[src/rtl/cafe_pkg.sv]
package cafe_pkg;

  typedef enum logic [5:0] {
    OP_CLEAR = 6'd0, OP_SETCOL = 6'd1, OP_NOP = 6'd2, OP_CONST = 6'd3, OP_LDCOL = 6'd4,
    OP_UADD = 6'd5, OP_USUB = 6'd6, OP_UMUL = 6'd7, OP_UDIV = 6'd8, OP_UMOD = 6'd9,
    OP_SADD = 6'd10, OP_SSUB = 6'd11, OP_SMUL = 6'd12, OP_SDIV = 6'd13, OP_SNEG = 6'd14,
    OP_EQ = 6'd15, OP_NE = 6'd16, OP_ULT = 6'd17, OP_ULE = 6'd18, OP_UGT = 6'd19,
    OP_UGE = 6'd20, OP_SLT = 6'd21, OP_SLE = 6'd22, OP_SGT = 6'd23, OP_SGE = 6'd24,
    OP_LAND = 6'd25, OP_LOR = 6'd26, OP_LNOT = 6'd27, OP_BAND = 6'd28, OP_BOR = 6'd29,
    OP_BXOR = 6'd30, OP_BNOT = 6'd31, OP_SEL = 6'd32, OP_RET = 6'd33
  } op_t;

  typedef enum logic [1:0] {
    ST_OK = 2'd0, ST_ARITH = 2'd1, ST_UNIMPL = 2'd2
  } status_t;

  typedef enum logic [2:0] {
    S_IDLE, S_READ, S_EXEC, S_ITER, S_DONE, S_OUT
  } state_t;

  typedef struct packed {
    logic        start;
    logic        is_div;
    logic        is_mul;
  } iter_ctl_t;

endpackage

[src/rtl/cafe_iter.sv]
// Shared iterative unit: unsigned 64x64 multiply (radix-2 shift-add, 128-bit
// product) and restoring divide, one bit per cycle; done flags the finished result.
module cafe_iter
  import cafe_pkg::*;
(
  input  logic        clk,
  input  logic        rst_n,
  input  iter_ctl_t   ctl,
  input  logic [63:0] opa,
  input  logic [63:0] opb,
  output logic        done,
  output logic [63:0] lo,
  output logic [63:0] hi
);
  logic [6:0]   cnt_r, cnt_nxt;
  logic         busy_r, busy_nxt;
  logic         div_r, div_nxt;
  logic [63:0]  a_r, a_nxt;
  logic [63:0]  b_r, b_nxt;
  logic [127:0] acc_r, acc_nxt;
  logic [64:0]  trial;
  logic [64:0]  psum;

  always_comb begin
    busy_nxt = busy_r;
    cnt_nxt  = cnt_r;
    div_nxt  = div_r;
    a_nxt    = a_r;
    b_nxt    = b_r;
    acc_nxt  = acc_r;
    trial    = '0;
    psum     = '0;
    done     = busy_r && (cnt_r == 7'd64);
    if (ctl.start) begin
      busy_nxt = 1'b1;
      cnt_nxt  = '0;
      div_nxt  = ctl.is_div;
      a_nxt    = opa;
      b_nxt    = opb;
      acc_nxt  = '0;
    end else if (busy_r) begin
      if (cnt_r == 7'd64) begin
        // done cycle: hold the result
        busy_nxt = 1'b0;
        cnt_nxt  = '0;
      end else begin
        if (div_r) begin
          // acc hi = remainder, lo = quotient; a shifts dividend bits in
          trial = {acc_r[127:64], a_r[63]} - {1'b0, b_r};
          if (!trial[64]) begin
            acc_nxt = {trial[63:0], acc_r[62:0], 1'b1};
          end else begin
            acc_nxt = {acc_r[126:64], a_r[63], acc_r[62:0], 1'b0};
          end
          a_nxt = {a_r[62:0], 1'b0};
        end else begin
          psum = {1'b0, acc_r[127:64]} + (a_r[0] ? {1'b0, b_r} : 65'd0);
          acc_nxt = {psum, acc_r[63:1]};
          a_nxt = {1'b0, a_r[63:1]};
        end
        cnt_nxt = cnt_r + 7'd1;
      end
    end
    lo = acc_r[63:0];
    hi = acc_r[127:64];
  end

  always_ff @(posedge clk) begin
    if (!rst_n) begin
      busy_r <= 1'b0;
      cnt_r  <= '0;
    end else begin
      busy_r <= busy_nxt;
      cnt_r  <= cnt_nxt;
    end
    div_r <= div_nxt;
    a_r   <= a_nxt;
    b_r   <= b_nxt;
    acc_r <= acc_nxt;
  end
endmodule

[config.mk]
export PLATFORM = sky130hd
export DESIGN_NAME = cafe_iter
export DESIGN_NICKNAME = d
export VERILOG_FILES = /design/src/rtl/cafe_pkg.sv /design/src/rtl/cafe_iter.sv
export SDC_FILE = /design/constraint.sdc
export NUM_CORES = 1
export LEC_CHECK = 0
export BUFFER_PORTS_ARGS = -buffer_cell sky130_fd_sc_hd__buf_4
export CORE_ASPECT_RATIO = 1.4
export CORE_MARGIN = 10
export CORE_UTILIZATION = 50
export CTS_CLUSTER_SIZE = 8
export DETAILED_ROUTE_END_ITERATION = 10
export PLACE_DENSITY = 0.71
export SYNTH_ARGS = -nofsm -noshare
export SYNTH_HDL_FRONTEND = slang
export SYNTH_SLANG_ARGS = --single-unit
[constraint.sdc]
create_clock -name clk -period 6.5 [get_ports clk]
set_input_delay 0.65 -clock clk [delete_from_list [all_inputs] [get_ports clk]]
set_output_delay 0.65 -clock clk [all_outputs]
set_load 0.02 [all_outputs]
==> out/summary.txt, run 1 <==
==================================================================================================
Status                                                                                finished, final reports clean
Static Leakage                                                                             10.1 nW
Hold Fails Final Rpt                                                                             0
Most common library cells after synthesis                                             nand2_1, o21ai_0, nor2_1
Initial antenna violation count                                                                  1
Setup Crit Path Kind                                                                  flip-flop to flip-flop
Combinational share of power                                                                 27.3%
Count of warnings emitted by yosys                                                               0
Most instantiated library cell after synthesis                                             nand2_1
Reg power frac                                                                               37.6%
Share of synthesized flip-flops with an asynchronous set or reset                               0%
Hpwl dp                                                                                   47100 um
Critical Path End Type                                                                   flip-flop
Port Buffer Count                                                                              260
Min-delay src                                                                               ctl[1]
Power Internal                                                                             3.67 mW
Post-synth top flop                                                                        dfxtp_1
Die area                                                                                48000 um^2
Share of the yosys chip area belonging to registers                                          33.4%
Worst Slack Setup Final                                                                    1310 ps
Post-route worst hold slack                                                                 281 ps
Total GRT Usage                                                                              25.2%
Max capacitance violation total                                                                  0
Post-synth top area cell                                                                  edfxtp_1
Fraction of layout instances using a drive strength above 1                                  13.4%
Synth area leaders                                                                    edfxtp_1, dfxtp_1, ha_1
Clock root buffer                                                                        clkbuf_16
Shortest clock period the worst path allows after layout                                   5190 ps
Count of nets left with antenna violations after detail routing                                  0
Worst R2R End                                                                         acc_r[126]$_SDFFE_PP0P_
Switching power                                                                            1.83 mW
Quantity of gates resized following cts                                                          0
Via Count                                                                                    18.5k
Via density per instance                                                                      5.98
Worst hold-check path type                                                            primary input to flip-flop
Number of clock buffers inserted by TritonCTS                                                   39
Flop-to-flop setup slack                                                                   1310 ps
Finish-stage setup viols                                                                         0
Transition time at the pin with the least slew margin                                      1210 ps
Switching part of the total                                                                  33.2%
Crit path top cell by count                                                                a21oi_1
Largest stage delay on the critical path                                                   1000 ps
Cell-by-cell listing of the critical path                                             and2_1 > ha_1 > a211oi_1 > o311ai_0 > a21oi_1 > o41ai_1 > nor2_1 > o21ai_2 > a31o_2 > a31oi_1 > o31ai_1 > a21oi_1 > o31a_1
Number of unique standard cell types used by synthesis                                          80
Hold Buf Count CTS                                                                               0
Post-Place Setup Slack                                                                     1360 ps
Nets@finish                                                                                   2812
Number of cells on the worst hold path                                                           1
Source-to-sink clock delay at the later pin of the worst-skew pair                          550 ps
Total clock sinks                                                                              265
Cells after synthesis                                                                         2390
Number of max-slew violations in the final report                                                0
Setup repair after global routing missed its margin                                             no
Max Clk Rate                                                                               193 MHz
Final cycle utilization of the critical path                                                 79.9%
Clock Skew                                                                                 24.6 ps
Share of power burned in the clock network                                                   35.1%
Summed instance area of the synthesized netlist                                         19800 um^2
Total power per unit cell area                                                         238 nW/um^2
Required time at the worst-slack endpoint                                                  6930 ps
Total wire length                                                                         63100 um
Post-layout power                                                                          5.50 mW
Fraction of synthesized cell area taken by the top area cell type                            19.6%
First-pass GRT wire length                                                                99700 um
Kind of launch point of the worst setup path                                             flip-flop
Initial cell density of the core                                                             50.3%
Clk buf depth                                                                                    3
Syn_area_per_cell                                                                        8.27 um^2
Rows                                                                                            86
Gpl congestion                                                                               0.957
Diodes inserted                                                                                  0
Worst reg2reg path startpoint                                                         a_r[0]$_DFFE_PP_
Critical-path top delay cell                                                              edfxtp_1
Routed length per instance                                                                 20.4 um
Total congestion overflow after global routing                                                   0
Clock transition time at the flip-flop clock pins of the worst setup and hold paths          50 ps
Core area                                                                               39300 um^2
Post-CTS Setup Inserts                                                                           0
Post-synth net total                                                                          2655
Post-synthesis to final-layout area growth                                                   16.8%
Count of cells along the worst register-to-register path                                        13
Total iterations of the first detailed-routing run                                               6
Hold EP                                                                               div_r$_DFFE_PP_
Clock tree from TritonCTS                                                                     done
FF+latch count, synth                                                                          265
DR iter-0 viols                                                                               1117
Post-Route Setup TNS                                                                          0 ps
Maximum fanout count along the critical path                                                    32
Maximum vdd drop                                                                            226 uV
Arrival time reported for the critical path endpoint                                       5630 ps
Worst slew margin relative to its limit                                                      19.0%
Height of the die                                                                           255 um
Total DRC errors in the routed layout                                                            0
Num ports                                                                                      262
Count of buffer and inverter cells on the critical path                                          0
Number of enable-type register cells in the synthesized netlist                                129
Horiz. Die Dim                                                                              188 um
Family of cells with the greatest summed delay on the critical path                   compound AO/OA/AOI/OAI gates
Largest net degree at the start of global routing                                              179
Number of H-tree branching levels                                                                2
Number of global-route vias before repair                                                    18.6k
==================================================================================================
power by group through the flow:
stage               combinational [mW]  clock [mW]  sequential, mW
finish                            1.50        1.93            2.07
detailed placement                1.48           0            2.10
global placement                  1.46           0            2.10
global route                      1.65        2.04            2.09
CTS                               1.49        1.97            2.07
floorplan                        0.974           0            2.11
placed cells by master, fill, tap and decap left out, types with 6 or more instances in the layout:
cell	synthesis	final
and3_1	17	17
inv_1	102	101
dfxtp_1	136	136
nor2b_1	11	10
clkbuf_16	0	39
o211ai_1	20	20
o31ai_1	12	12
nand2b_1	16	16
nand2_1	263	263
nand4_1	46	46
a21o_1	58	58
ha_1	130	130
nor4_1	7	7
buf_4	0	271
a211o_1	8	8
a221oi_1	8	8
o21ai_0	205	205
mux2i_1	139	139
clkbuf_1	139	21
o21a_1	9	9
a21oi_1	195	195
nand3_1	28	28
a22oi_1	6	6
a31oi_1	28	28
a41oi_1	7	7
edfxtp_1	129	129
and2_1	74	74
o21bai_1	30	30
xnor2_1	68	68
a211oi_1	86	86
xor2_1	51	51
o31a_1	8	8
a22o_1	13	13
nor3_1	35	35
nor2_1	196	193
metrics by stage:
stage	cell area [um^2]	std cells	util (%)
2_1_floorplan	19800	2390	-
3_3_place_gp	21900	3034	55.8
3_5_place_dp	21900	3034	55.8
4_1_cts	23100	3099	58.8
5_1_grt	23100	3099	58.8
6_report	23100	3099	58.8
routing by layer:
| layer | global-route usage, % | vias up | part of all wire (%) |
|---|---|---|---|
| met5 | 0 | - | 0.032 |
| met1 | 28.2 | 8715 | 39 |
| met2 | 44.2 | 640 | 49 |
| li1 | - | 9011 | - |
| met4 | 12.6 | 2 | 4.9 |
| met3 | 6.01 | 179 | 7.3 |
how the worst max path moves through the flow:
stage	start	end	slack, ps	cells after the start
finish	a_r[0]$_DFFE_PP_	acc_r[126]$_SDFFE_PP0P_	1310	13
global route	a_r[0]$_DFFE_PP_	acc_r[104]$_SDFFE_PP0P_	930	13
CTS	a_r[0]$_DFFE_PP_	acc_r[126]$_SDFFE_PP0P_	1320	13
detailed placement	a_r[0]$_DFFE_PP_	acc_r[126]$_SDFFE_PP0P_	1360	13
global placement	a_r[0]$_DFFE_PP_	acc_r[126]$_SDFFE_PP0P_	1440	13
floorplan	cnt_r[0]$_SDFFE_PP0P_	a_r[0]$_DFFE_PP_	2810	10
cells by family (layout without fill, tap and decap cells):
kind of cell | Yosys count | count (layout) | share of synthesized area, %
AND/OR/NAND/NOR | 724 | 724 | 16.9
flip-flops | 265 | 265 | 33.4
buffers and inverters | 260 | 441 | 5.01
multiplexers | 141 | 141 | 7.15
XOR/XNOR | 119 | 119 | 5.27
AO/OA/AOI/OAI | 749 | 749 | 23.8
adder cells (fa/ha/maj) | 132 | 132 | 8.43
sequential cells by signal, summed over array words and instances, names as in the netlist:
name and flops:
a_r 64, acc_r 128, b_r 64, busy_r 1
cnt_r 7, div_r 1
layout make-up:
class                           count  area [um^2]
Multi-Input combinational cell   1865        12200
Inverter                          102          383
Clock inverter                      2         60.1
Clock buffer                       63         1100
Sequential cell                   265         6600
Timing Repair Buffer              274         2090
Fill cell                        3589        16200
Tap cell                          528          661
No activity file was read; power rests on OpenSTA's default activity.
==> run 2: changes to the inputs <==
- PLACE_DENSITY: 0.71 -> 0.73
- clock period: 6.5 -> 4.7 ns (I/O delays scaled with it)
==> out/summary.txt, run 2 (synthesis gave the netlist of run 1 again) <==
==================================================================================================
Setup repair after global routing missed its margin                                             no
Finish-stage setup viols                                                                         0
Arrival time reported for the critical path endpoint                                       4930 ps
Worst reg2reg path startpoint                                                         a_r[0]$_DFFE_PP_
Cell-by-cell listing of the critical path                                             buf_4 > and2_1 > ha_1 > a21oi_1 > o21ai_0 > a211o_1 > a21o_1 > nor2_1 > o21ai_2 > a31o_2 > a211oi_1 > o21ai_0 > mux2i_1 > o211ai_1
Family of cells with the greatest summed delay on the critical path                   compound AO/OA/AOI/OAI gates
Count of nets left with antenna violations after detail routing                                  0
Post-Route Setup TNS                                                                          0 ps
Clock Skew                                                                                 17.6 ps
Static Leakage                                                                             10.2 nW
Num ports                                                                                      262
Quantity of gates resized following cts                                                          0
DR iter-0 viols                                                                               1221
Routed length per instance                                                                 20.3 um
Number of H-tree branching levels                                                                2
Port Buffer Count                                                                              260
Clock tree from TritonCTS                                                                     done
Diodes inserted                                                                                  0
Shortest clock period the worst path allows after layout                                   4520 ps
Fraction of layout instances using a drive strength above 1                                  14.2%
Via Count                                                                                    18.8k
Die area                                                                                48000 um^2
Source-to-sink clock delay at the later pin of the worst-skew pair                          550 ps
Total instance count after detailed placement                                                 3058
Min-delay src                                                                              opb[33]
Top library cells by usage in the layout, fill and taps aside                         buf_4, nand2_1, o21ai_0
Worst slew margin relative to its limit                                                      8.67%
Total iterations of the first detailed-routing run                                               5
Most common cell after layout, fill and taps aside                                           buf_4
Number of clock buffers inserted by TritonCTS                                                   39
Critical-path top delay cell                                                                nor2_1
Worst hold-check path type                                                            primary input to flip-flop
Nets@finish                                                                                   2836
Total congestion overflow after global routing                                                   0
Register bank with the most flops                                                            acc_r
Height of the die                                                                           255 um
Number of max-slew violations in the final report                                                0
Setup Crit Path Kind                                                                  flip-flop to flip-flop
Horiz. Die Dim                                                                              188 um
Hpwl dp                                                                                   47600 um
Largest stage delay on the critical path                                                    540 ps
Initial antenna violation count                                                                  1
Initial cell density of the core                                                             50.3%
Post-synthesis to final-layout area growth                                                   17.8%
Gpl congestion                                                                               0.937
Largest net degree at the start of global routing                                              132
Maximum vdd drop                                                                            330 uV
Kind of launch point of the worst setup path                                             flip-flop
First-pass GRT wire length                                                                99700 um
Largest registers                                                                     acc_r (128), a_r (64), b_r (64)
Max Clk Rate                                                                               221 MHz
Clock transition time at the flip-flop clock pins of the worst setup and hold paths          60 ps
Hold EP                                                                               b_r[33]$_DFFE_PP_
Total power per unit cell area                                                         330 nW/um^2
Transition time at the pin with the least slew margin                                      1370 ps
Crit path top cell by count                                                                o21ai_0
Worst R2R End                                                                         acc_r[124]$_SDFFE_PP0P_
Count of buffer and inverter cells on the critical path                                          1
Clk buf depth                                                                                    3
Number of global-route vias before repair                                                    18.7k
Hold Fails Final Rpt                                                                             0
Via density per instance                                                                      6.02
Maximum fanout count along the critical path                                                    32
Count of cells along the worst register-to-register path                                        14
Total clock sinks                                                                              265
Number of cells on the worst hold path                                                           1
Total DRC errors in the routed layout                                                            0
Core area                                                                               39300 um^2
Post-route worst hold slack                                                                88.9 ps
Max capacitance violation total                                                                  0
Final cycle utilization of the critical path                                                 96.1%
Status                                                                                finished, final reports clean
Required time at the worst-slack endpoint                                                  5110 ps
Filler-free cell count of the finished design                                                 3126
Critical Path End Type                                                                   flip-flop
Flip-flop count of the largest register, all copies and words added                            128
Beginning of the critical path                                                        a_r[0]$_DFFE_PP_
Rows                                                                                            86
Post-CTS Setup Inserts                                                                           0
Clock root buffer                                                                        clkbuf_16
Total wire length                                                                         63600 um
Flop-to-flop setup slack                                                                    180 ps
Hold Buf Count CTS                                                                               0
Total GRT Usage                                                                              25.4%
==================================================================================================
run 2: changes by cell type in the layout (fill, tap and decap cells not counted):
cell / previous run / this run
bufinv_16: 0 / 1
a41oi_1: 7 / 6
a41oi_2: 0 / 1
o311ai_0: 2 / 1
buf_12: 2 / 1
clkbuf_1: 21 / 24
o311ai_1: 2 / 3
buf_4: 271 / 296
inv_16: 0 / 1
clkinv_16: 2 / 1
clkbuf_8: 3 / 1
clkbuf_16: 39 / 40
run 2: metal layers:
layer  vias up  global-route usage [%]  wire length (um)
li1       9066                       -                 -
met1      8838                    28.2             24400
met2       729                    43.9             30800
met3       193                    6.34              4950
met4         2                    14.4              3410
met5         -                       0                13
run 2: area by class of cell:
class                           count  area [um^2]
Clock buffer                       65         1100
Inverter                          102          383
Sequential cell                   265         6600
Multi-Input combinational cell   1865        12200
Fill cell                        3537        16000
Tap cell                          528          661
Timing Repair Buffer              298         2260
Clock inverter                      3         80.1
run 2: power breakdown:
part,internal [mW],switching [mW],leakage (nW)
combinational,0.840,1.25,7.26
clock,1.66,1.09,0.564
sequential,2.65,0.202,2.41
run 2: worst max path at each step:
stage | endpoint | slack [ps] | depth (start not counted)
final | acc_r[124]$_SDFFE_PP0P_ | 180 | 14
after global routing | acc_r[124]$_SDFFE_PP0P_ | 50 | 14
after CTS | acc_r[111]$_SDFFE_PP0P_ | 150 | 15
after detailed placement | acc_r[111]$_SDFFE_PP0P_ | 190 | 15
after global placement | acc_r[111]$_SDFFE_PP0P_ | 250 | 15
after floorplan | a_r[0]$_DFFE_PP_ | 1010 | 10
run 2: per-stage QoR:
step	instance area [um^2]	setup slack (ps)	utilization, %	power (mW)
after floorplan	19800	1010	-	4.27
after global placement	22100	250	56.3	4.92
after detailed placement	22100	188	56.3	4.96
after CTS	23300	146	59.3	7.73
after global routing	23300	51.7	59.3	8.08
final	23300	182	59.3	7.69
run 2: worst reg2reg max path, stage by stage, from the launching register on:
cell      delay [ps]
edfxtp_1         480
buf_4            280
and2_1           210
ha_1             350
a21oi_1          320
o21ai_0          190
a211o_1          330
a21o_1           150
nor2_1           540
o21ai_2          180
a31o_2           320
a211oi_1         430
o21ai_0          310
mux2i_1          210
o211ai_1          90
